$ cat src/hw/rtl/fdbc_pkg.sv
// Package for the fan deadzone/boost conditioner.
// Holds action and register codes, fixed limits and the percent-to-PWM map.
// No dependencies.
package fdbc_pkg;

    typedef enum logic [1:0] {
        ACT_SAMPLE = 2'd0,
        ACT_TICK   = 2'd1,
        ACT_BOOST  = 2'd2,
        ACT_NONE   = 2'd3
    } action_t;

    typedef enum logic [2:0] {
        REG_CONSTANT_AIRFLOW = 3'd0,
        REG_CLAMP_MIN        = 3'd1,
        REG_CLAMP_MAX        = 3'd2,
        REG_ON_MARGIN        = 3'd3,
        REG_MIN_OFF_TICKS    = 3'd4,
        REG_ON_HOLD_TICKS    = 3'd5,
        REG_BOOST_SECONDS    = 3'd6
    } cfg_index_t;

    localparam logic [6:0]  FULL_PERCENT     = 7'd100;
    localparam logic [7:0]  FULL_PWM         = 8'd255;
    localparam logic [15:0] TIMER16_MAX      = 16'hFFFF;
    localparam logic [19:0] BOOST_TIMER_MAX  = 20'hFFFFF;
    localparam logic [9:0]  TICKS_PER_SECOND = 10'd1000;

    // Result beat: fan_percent, pwm_duty, fan_off, boosting (low bits first)
    typedef struct packed {
        logic       boosting;
        logic       fan_off;
        logic [7:0] pwm_duty;
        logic [6:0] fan_percent;
    } result_t;

    // floor(pct*255/100) = floor(floor(pct*51/4)/5); /5 by reciprocal 13108/2^16
    function automatic logic [7:0] pct_to_pwm(input logic [6:0] pct);
        logic [12:0] x;
        logic [10:0] y;
        logic [24:0] prod;
        x    = {1'b0, pct, 5'd0} + {2'd0, pct, 4'd0} + {5'd0, pct, 1'b0} + {6'd0, pct};
        y    = x[12:2];
        prod = {14'd0, y} * 25'd13108;
        return prod[23:16];
    endfunction

endpackage

$ cat src/hw/rtl/fdbc_skid.sv
// Two-entry output buffer (output register plus skid register) for result beats.
// Depends on fdbc_pkg for result_t.
module fdbc_skid
    import fdbc_pkg::*;
(
    input  logic    clk,
    input  logic    rst_n,
    input  logic    push,
    input  result_t push_data,
    output logic    full,
    output logic    m_tvalid,
    input  logic    m_tready,
    output result_t m_data
);

    logic    out_valid_reg, out_valid_next;
    logic    skid_valid_reg, skid_valid_next;
    result_t out_data_reg, out_data_next;
    result_t skid_data_reg, skid_data_next;
    logic    drain;

    assign drain = out_valid_reg && m_tready;

    always_comb
    begin
        out_valid_next  = out_valid_reg;
        skid_valid_next = skid_valid_reg;
        out_data_next   = out_data_reg;
        skid_data_next  = skid_data_reg;
        if (skid_valid_reg)
        begin
            if (drain)
            begin
                out_valid_next  = 1'b1;
                out_data_next   = skid_data_reg;
                skid_valid_next = push;
                skid_data_next  = push_data;
            end
        end
        else if (!out_valid_reg || drain)
        begin
            out_valid_next = push;
            out_data_next  = push_data;
        end
        else if (push)
        begin
            skid_valid_next = 1'b1;
            skid_data_next  = push_data;
        end
    end

    always_ff @(posedge clk or negedge rst_n)
    begin
        if (!rst_n)
        begin
            out_valid_reg  <= 1'b0;
            skid_valid_reg <= 1'b0;
        end
        else
        begin
            out_valid_reg  <= out_valid_next;
            skid_valid_reg <= skid_valid_next;
        end
    end

    always_ff @(posedge clk)
    begin
        out_data_reg  <= out_data_next;
        skid_data_reg <= skid_data_next;
    end

    assign full     = skid_valid_reg;
    assign m_tvalid = out_valid_reg;
    assign m_data   = out_data_reg;

    a_skid_behind_out: assert property (@(posedge clk) disable iff (!rst_n)
        skid_valid_reg |-> out_valid_reg)
        else $error("skid entry held with empty output register");

    a_no_push_when_full: assert property (@(posedge clk) disable iff (!rst_n)
        (skid_valid_reg && !drain) |-> !push)
        else $error("beat pushed into full buffer");

    a_hold_stalled: assert property (@(posedge clk) disable iff (!rst_n)
        (out_valid_reg && !m_tready) |=> (out_valid_reg && $stable(out_data_reg)))
        else $error("stalled output beat changed");

endmodule

$ cat src/hw/rtl/fan_deadzone_boost_conditioner.sv
// Fan demand conditioner: boost override, clamp or deadzone with min-off time.
// A sample's result is written into the output buffer when its input beat is taken.
// Throughput: one input beat per cycle while s_tready is high; ticks and boost starts give no result beat.
// A two-entry output buffer keeps input flowing while a result waits; s_tready drops
// only when both entries are full. rst_n (async, low) clears timers, flags and
// registers to their defaults; the output buffer comes up empty.
module fan_deadzone_boost_conditioner
    import fdbc_pkg::*;
(
    input  logic        clk,
    input  logic        rst_n,
    input  logic        cfg_we,
    input  logic [2:0]  cfg_index,
    input  logic [15:0] cfg_wdata,
    input  logic        s_tvalid,
    output logic        s_tready,
    input  logic [7:0]  s_tdata,   // [6:0] raw_percent, [7] zero
    input  logic [1:0]  s_tuser,   // [1:0] action
    output logic        m_tvalid,
    input  logic        m_tready,
    output logic [23:0] m_tdata    // [6:0] fan_percent, [14:7] pwm_duty, [15] fan_off,
                                   // [16] boosting, [23:17] zero
);

    // configuration
    logic        constant_airflow_reg;
    logic [6:0]  clamp_min_reg;
    logic [6:0]  clamp_max_reg;
    logic [6:0]  on_margin_reg;
    logic [15:0] min_off_ticks_reg;
    logic [15:0] on_hold_ticks_reg;
    logic [19:0] boost_limit_reg;

    // state
    logic        held_off_reg, held_off_next;
    logic [15:0] off_elapsed_reg, off_elapsed_next;
    logic        restart_pending_reg, restart_pending_next;
    logic [15:0] restart_elapsed_reg, restart_elapsed_next;
    logic        boost_active_reg, boost_active_next;
    logic [19:0] boost_elapsed_reg, boost_elapsed_next;

    logic        accept;
    action_t     act;
    logic [6:0]  raw_sat;
    logic [6:0]  clamped;
    logic [6:0]  pct;
    logic [7:0]  on_level;
    logic        boost_hit;
    logic        res_valid;
    result_t     res;
    result_t     out_beat;
    logic        buf_full;
    logic [19:0] boost_cnt;
    logic [19:0] limit_calc;

    assign accept   = s_tvalid && s_tready;
    assign s_tready = !buf_full;
    assign act      = action_t'(s_tuser);
    assign raw_sat  = (s_tdata[6:0] > FULL_PERCENT) ? FULL_PERCENT : s_tdata[6:0];
    assign on_level = {1'b0, clamp_min_reg} + {1'b0, on_margin_reg};
    assign boost_hit = boost_active_reg && (boost_elapsed_reg >= boost_limit_reg);
    assign limit_calc = {10'd0, cfg_wdata[9:0]} * {10'd0, TICKS_PER_SECOND};

    always_comb
    begin
        clamped = (raw_sat < clamp_min_reg) ? clamp_min_reg : raw_sat;
        if (clamped > clamp_max_reg)
            clamped = clamp_max_reg;
    end

    always_comb
    begin
        held_off_next        = held_off_reg;
        off_elapsed_next     = off_elapsed_reg;
        restart_pending_next = restart_pending_reg;
        restart_elapsed_next = restart_elapsed_reg;
        boost_active_next    = boost_active_reg;
        boost_elapsed_next   = boost_elapsed_reg;
        boost_cnt            = boost_elapsed_reg;
        res_valid            = 1'b0;
        pct                  = 7'd0;
        res.fan_off          = 1'b0;
        res.boosting         = 1'b0;
        res.pwm_duty         = 8'd0;
        case (act)
            ACT_TICK:
            begin
                if (held_off_reg && off_elapsed_reg != TIMER16_MAX)
                    off_elapsed_next = off_elapsed_reg + 16'd1;
                if (restart_pending_reg && restart_elapsed_reg != TIMER16_MAX)
                    restart_elapsed_next = restart_elapsed_reg + 16'd1;
                if (boost_active_reg && boost_elapsed_reg != BOOST_TIMER_MAX)
                    boost_cnt = boost_elapsed_reg + 20'd1;
                boost_elapsed_next = boost_cnt;
                if (boost_active_reg && boost_cnt >= boost_limit_reg)
                    boost_active_next = 1'b0;
            end
            ACT_BOOST:
            begin
                boost_active_next  = 1'b1;
                boost_elapsed_next = 20'd0;
            end
            ACT_SAMPLE:
            begin
                res_valid = 1'b1;
                if (boost_active_reg && !boost_hit)
                begin
                    pct          = FULL_PERCENT;
                    res.boosting = 1'b1;
                end
                else
                begin
                    boost_active_next = 1'b0;
                    if (constant_airflow_reg)
                    begin
                        pct = clamped;
                    end
                    else if (held_off_reg)
                    begin
                        res.fan_off = 1'b1;
                        if (off_elapsed_reg < min_off_ticks_reg)
                        begin
                            restart_pending_next = 1'b0;
                        end
                        else if ({1'b0, raw_sat} >= on_level)
                        begin
                            if (!restart_pending_reg)
                            begin
                                restart_pending_next = 1'b1;
                                restart_elapsed_next = 16'd0;
                            end
                            // a fresh qualify window starts at zero
                            if ((restart_pending_reg ? restart_elapsed_reg : 16'd0)
                                >= on_hold_ticks_reg)
                            begin
                                pct                  = clamp_min_reg;
                                res.fan_off          = 1'b0;
                                held_off_next        = 1'b0;
                                restart_pending_next = 1'b0;
                            end
                        end
                        else
                        begin
                            restart_pending_next = 1'b0;
                        end
                    end
                    else if (raw_sat < clamp_min_reg)
                    begin
                        res.fan_off          = 1'b1;
                        held_off_next        = 1'b1;
                        off_elapsed_next     = 16'd0;
                        restart_pending_next = 1'b0;
                    end
                    else
                    begin
                        pct = clamped;
                    end
                end
            end
            default:
            begin
            end
        endcase
        if (pct > FULL_PERCENT)
            pct = FULL_PERCENT;
        res.fan_percent = pct;
        res.pwm_duty    = res.boosting ? FULL_PWM : pct_to_pwm(pct);
    end

    always_ff @(posedge clk or negedge rst_n)
    begin
        if (!rst_n)
        begin
            constant_airflow_reg <= 1'b0;
            clamp_min_reg        <= 7'd20;
            clamp_max_reg        <= 7'd100;
            on_margin_reg        <= 7'd10;
            min_off_ticks_reg    <= 16'd20000;
            on_hold_ticks_reg    <= 16'd10000;
            boost_limit_reg      <= 20'd60000;
        end
        else if (cfg_we)
        begin
            case (cfg_index_t'(cfg_index))
                REG_CONSTANT_AIRFLOW: constant_airflow_reg <= cfg_wdata[0];
                REG_CLAMP_MIN:        clamp_min_reg        <= cfg_wdata[6:0];
                REG_CLAMP_MAX:        clamp_max_reg        <= cfg_wdata[6:0];
                REG_ON_MARGIN:        on_margin_reg        <= cfg_wdata[6:0];
                REG_MIN_OFF_TICKS:    min_off_ticks_reg    <= cfg_wdata;
                REG_ON_HOLD_TICKS:    on_hold_ticks_reg    <= cfg_wdata;
                REG_BOOST_SECONDS:    boost_limit_reg      <= limit_calc;
                default:
                begin
                end
            endcase
        end
    end

    always_ff @(posedge clk or negedge rst_n)
    begin
        if (!rst_n)
        begin
            held_off_reg        <= 1'b0;
            off_elapsed_reg     <= 16'd0;
            restart_pending_reg <= 1'b0;
            restart_elapsed_reg <= 16'd0;
            boost_active_reg    <= 1'b0;
            boost_elapsed_reg   <= 20'd0;
        end
        else if (accept)
        begin
            held_off_reg        <= held_off_next;
            off_elapsed_reg     <= off_elapsed_next;
            restart_pending_reg <= restart_pending_next;
            restart_elapsed_reg <= restart_elapsed_next;
            boost_active_reg    <= boost_active_next;
            boost_elapsed_reg   <= boost_elapsed_next;
        end
    end

    fdbc_skid u_out
    (
        .clk       (clk),
        .rst_n     (rst_n),
        .push      (accept && res_valid),
        .push_data (res),
        .full      (buf_full),
        .m_tvalid  (m_tvalid),
        .m_tready  (m_tready),
        .m_data    (out_beat)
    );

    assign m_tdata = {7'd0, out_beat};

    a_pending_only_off: assert property (@(posedge clk) disable iff (!rst_n)
        restart_pending_reg |-> held_off_reg)
        else $error("restart pending while fan running");

    a_boost_full: assert property (@(posedge clk) disable iff (!rst_n)
        (m_tvalid && out_beat.boosting) |->
            (out_beat.fan_percent == FULL_PERCENT && out_beat.pwm_duty == FULL_PWM
             && !out_beat.fan_off))
        else $error("boost beat not at full output");

    a_off_zero: assert property (@(posedge clk) disable iff (!rst_n)
        (m_tvalid && out_beat.fan_off) |-> (out_beat.fan_percent == 7'd0
            && out_beat.pwm_duty == 8'd0))
        else $error("fan off beat with nonzero demand");

    a_pct_range: assert property (@(posedge clk) disable iff (!rst_n)
        m_tvalid |-> (out_beat.fan_percent <= FULL_PERCENT))
        else $error("fan percent above full scale");

endmodule
$ cat config.mk
export PLATFORM = sky130hd
export DESIGN_NAME = fan_deadzone_boost_conditioner
export DESIGN_NICKNAME = d
export VERILOG_FILES = /design/src/hw/rtl/fdbc_pkg.sv /design/src/hw/rtl/fdbc_skid.sv /design/src/hw/rtl/fan_deadzone_boost_conditioner.sv
export SDC_FILE = /design/constraint.sdc
export NUM_CORES = 1
export LEC_CHECK = 0
export BUFFER_PORTS_ARGS = -buffer_cell sky130_fd_sc_hd__buf_2
export CORE_MARGIN = 4
export CORE_UTILIZATION = 48
export DETAILED_ROUTE_END_ITERATION = 10
export HOLD_SLACK_MARGIN = 0.06
export PLACE_DENSITY = 0.76
export RECOVER_POWER = 100
export SETUP_SLACK_MARGIN = 0.05
export SLEW_MARGIN = 10
export SYNTH_ARGS = -nofsm -noshare
export SYNTH_HDL_FRONTEND = slang
export SYNTH_HIERARCHICAL = 1
export SYNTH_SLANG_ARGS = --single-unit
export TNS_END_PERCENT = 30
$ cat constraint.sdc
create_clock -name clk -period 11.3 [get_ports clk]
set_clock_uncertainty 0.2 [all_clocks]
set_input_delay 0.565 -clock clk [delete_from_list [all_inputs] [get_ports clk]]
set_output_delay 0.565 -clock clk [all_outputs]
set_load 0.05 [all_outputs]
==> summary.md <==
| Metric | Value |
|---|---|
| Met2 usage | `a little over a third` |
| GRT met3 Usage | `under 10%` |
| Max Cap Viol | `2` |
| Final hold violation count | `0` |
| H-tree depth | `4` |
| Maximum net fanout on the critical path | `8` |
| Critical path's most frequent cell | `inv_1` |
| Starting density of the core | `49.1%` |
| Total power | `3.63 mW` |
| Clock Latency Late Sink | `0.43 ns` |
| Leakage power | `8.21 nW` |
| GRT met1 Usage | `~28%` |
| Pwr dens | `around 210 nW/um^2` |
| DRT Wirelength | `35400 um` |
| Synthesized area per cell | `9.65 sq um` |
| Worst path max stage delay | `approximately 0.58 ns` |
| CP endpoint kind | `flop` |
| Core area | `approximately 30000 sq um` |
| Layout Cells excl Fill | `2062` |
| IO Port Bufs | `51` |
| Achievable frequency | `88.8 MHz` |
| Critical path launch point type | `primary input` |
| Worst-margin pin slew | `around 3.6 ns` |
| Critical Path Source | `s_tdata[2]` |
| Nets | `1987` |
| DR iter-0 viols | `749` |
| Post-synth ARST share | `79.0%` |
| Initial antenna violation count | `0` |
| I/O pins | `60` |
| Slowest-stage cell, CP | `fa_2` |
| IR Drop Worst-Case VDD | `between 0.1 and 0.15 mV` |
| Vias per std cell | `5.67` |
| Max-slew headroom | `-141%` |
| Seq/Total Area, Yosys | `28.9%` |
| Min-delay src | `cfg_wdata[13]` |
| Setup-failing EPs final | `0` |
| Layout cells sized above 1 | `between 10% and 20%` |
| GRT Overall Usage | `between 20% and 30%` |
| #FFs+latches synth | `162` |
| Pin count of the biggest net entering global routing | `67` |
| CTS tree | `done` |
| TritonCTS buffer count | `17` |
| RR Startpoint | `clamp_min_reg[4]` |
| Final Max Slew Viols | `approximately 130` |
| Die Area | `33500 sq um` |
| Synthesized area | `14700 sq um` |
| Worst endpoint required time | `approximately 11 ns` |
| Layout area overhead | `15.7%` |
| Root buf cell | `clkbuf_16` |
| Clock Sinks | `162` |
| Clk buf depth | `2` |
| Top cell family by delay on the critical path | `compound AO/OA/AOI/OAI gates` |
| Critical path buffers and inverters | `7` |
| Ys flop type | `dfrtp_1` |
| DRC errors left | `0` |
| Status | `finished with violations` |
| Unique cell type count in the Yosys netlist | `87` |
| Worst Setup Path Type | `primary input to flop` |
| DR pass1 iterations | `8` |
| # hold bufs at CTS | `0` |
| GR peak layer | `met2` |
| Crit path DAT | `11.25 ns` |
| Worst hold path type | `primary input to flop` |
| Gpl congestion | `around 0.9` |
| Die Height | `183 um` |
| CTS clk-pin slew, worst paths | `0.07 ns` |
| Routed vias | `between 10000 and 15000` |
| Crit path time final | `11.27 ns` |
| Vias in the first global route | `12000` |
| Site Rows | `63` |
| Ys Warns | `6` |
| Final period util | `99.7%` |
| Number of flops mapped to enable cells by yosys | `34` |
| Unrepaired setup endpoints after global routing | `yes` |
| Routed WL per cell | `~17 um` |
| Congestion Overflow GR | `0` |
| First-pass GRT wire length | `58400 um` |
| Placed Cells | `2017` |
| Largest register FFs | `20` |
| Width of the chip | `183 um` |
| Ant diodes | `0` |
| ANT nets after route | `0` |
| DPL Wire Length | `27000 um` |
| Cell count after synthesis | `1523` |
| Failing checks | `max-capacitance violations, max-slew violations` |
## layer usage
layer  vias to the layer above  wire length, um  part of all wire [%]
li1                       5649                -                     -
met1                      5741            15800                    45
met2                       241            17300                    49
met3                        56             1520                   4.3
met4                         0              734                   2.1
met5                         -                0                     0
## synthesized netlist by cell type, drive strengths merged, types with 26 or more instances
master / number / area (sq um)
dfrtp: 104 / 2600
nand2: 115 / 432
fa: 67 / 1340
a21oi: 64 / 320
nor2: 76 / 288
and2: 32 / 201
a21o: 26 / 196
inv: 184 / 691
mux2: 45 / 507
o31ai: 27 / 203
ha: 227 / 2840
edfxtp: 34 / 1020
clkbuf: 35 / 151
xnor2: 29 / 254
o21ai: 111 / 556
## tightest hold or removal path, cell delays in order
cell	delay, ns
buf_2	0.09
nand2_1	0.04
o21ai_0	0.06
## layout make-up
type	instances	area [sq um]
Sequential cell	162	4250
Timing Repair Buffer	164	1090
Clock buffer	27	504
Clock inverter	5	77.6
Multi-Input combinational cell	1130	9900
Tap cell	390	488
Fill cell	2599	12900
Inverter	184	691
## power by group
part           internal, mW  leakage (nW)  switching (mW)  total [mW]
registers             0.754          1.91          0.0745       0.828
logic                 0.983          6.01            1.23        2.21
clock network         0.351         0.286           0.236       0.587
total                  2.09          8.21            1.54        3.63
## per-stage QoR
stage                     hold WS [ns]  setup slack [ns]  cell area [sq um]  setup TNS, ns  util (%)
after floorplan                 0.0694            0.0451              14900              0         -
after global placement           0.266            -0.411              16100          -1.68      53.8
after detailed placement         0.271            -0.806              16100          -5.56      53.8
after CTS                       0.0638            0.0538              16800              0      56.0
after global routing             0.167            -0.423              17000          -1.81      56.8
final                            0.160            0.0332              17000              0      56.8
## cell usage in the layout, fill, tap and decap left out, types with 7 or more instances in the layout
cell type,instances
ha_1,215
inv_1,182
nand2_1,115
buf_4,108
dfrtp_1,104
o21ai_0,97
nor2_1,73
fa_1,64
a21oi_1,53
mux2_2,44
edfxtp_1,34
and2_1,31
clkbuf_1,31
buf_2,28
xnor2_1,27
a21o_1,25
xor2_1,24
dfstp_2,24
o31ai_1,23
nor3_1,19
nand3_1,18
clkbuf_16,18
nand4_1,17
and3_1,17
o21ai_1,13
and4_1,13
nor2b_1,13
o2bb2ai_1,13
a21oi_2,10
o21a_1,10
o21bai_1,10
nand2b_1,10
a31oi_1,10
ha_4,10
a211oi_1,7
conb_1,7
## final timing paths
kind	cells after the start	slack (ns)	end
setup / recovery	48	0.03	u_out/m_data[14]
hold / removal	3	0.16	min_off_ticks_reg[13]
setup reg to reg	46	0.15	u_out/m_data[14]
hold reg to reg	2	0.28	boost_limit_reg[17]
max in group asynchronous	2	5.17	restart_elapsed_reg[8]
min in group asynchronous	1	1.17	boost_elapsed_reg[6]
## cell families after synthesis
logic type               after synthesis  share of synthesized area [%]
AND/OR/NAND/NOR                      375                           13.0
AO/OA/AOI/OAI                        354                           16.2
adder cells (fa/ha/maj)              294                           28.4
buffers and inverters                237                           6.69
flip-flops                           162                           28.9
XOR/XNOR                              53                           3.16
multiplexers                          47                           3.58
other                                  1                         0.0255
## timing repair
action | 4_1_cts | 5_1_grt
setup buffers | 1 | 12
hold endpoints to repair | 0 | 0
pin swaps | 3 | 19
resized for setup | 9 | 31
setup endpoints to repair | 8 | 12
(Power assumes the default switching activity.)
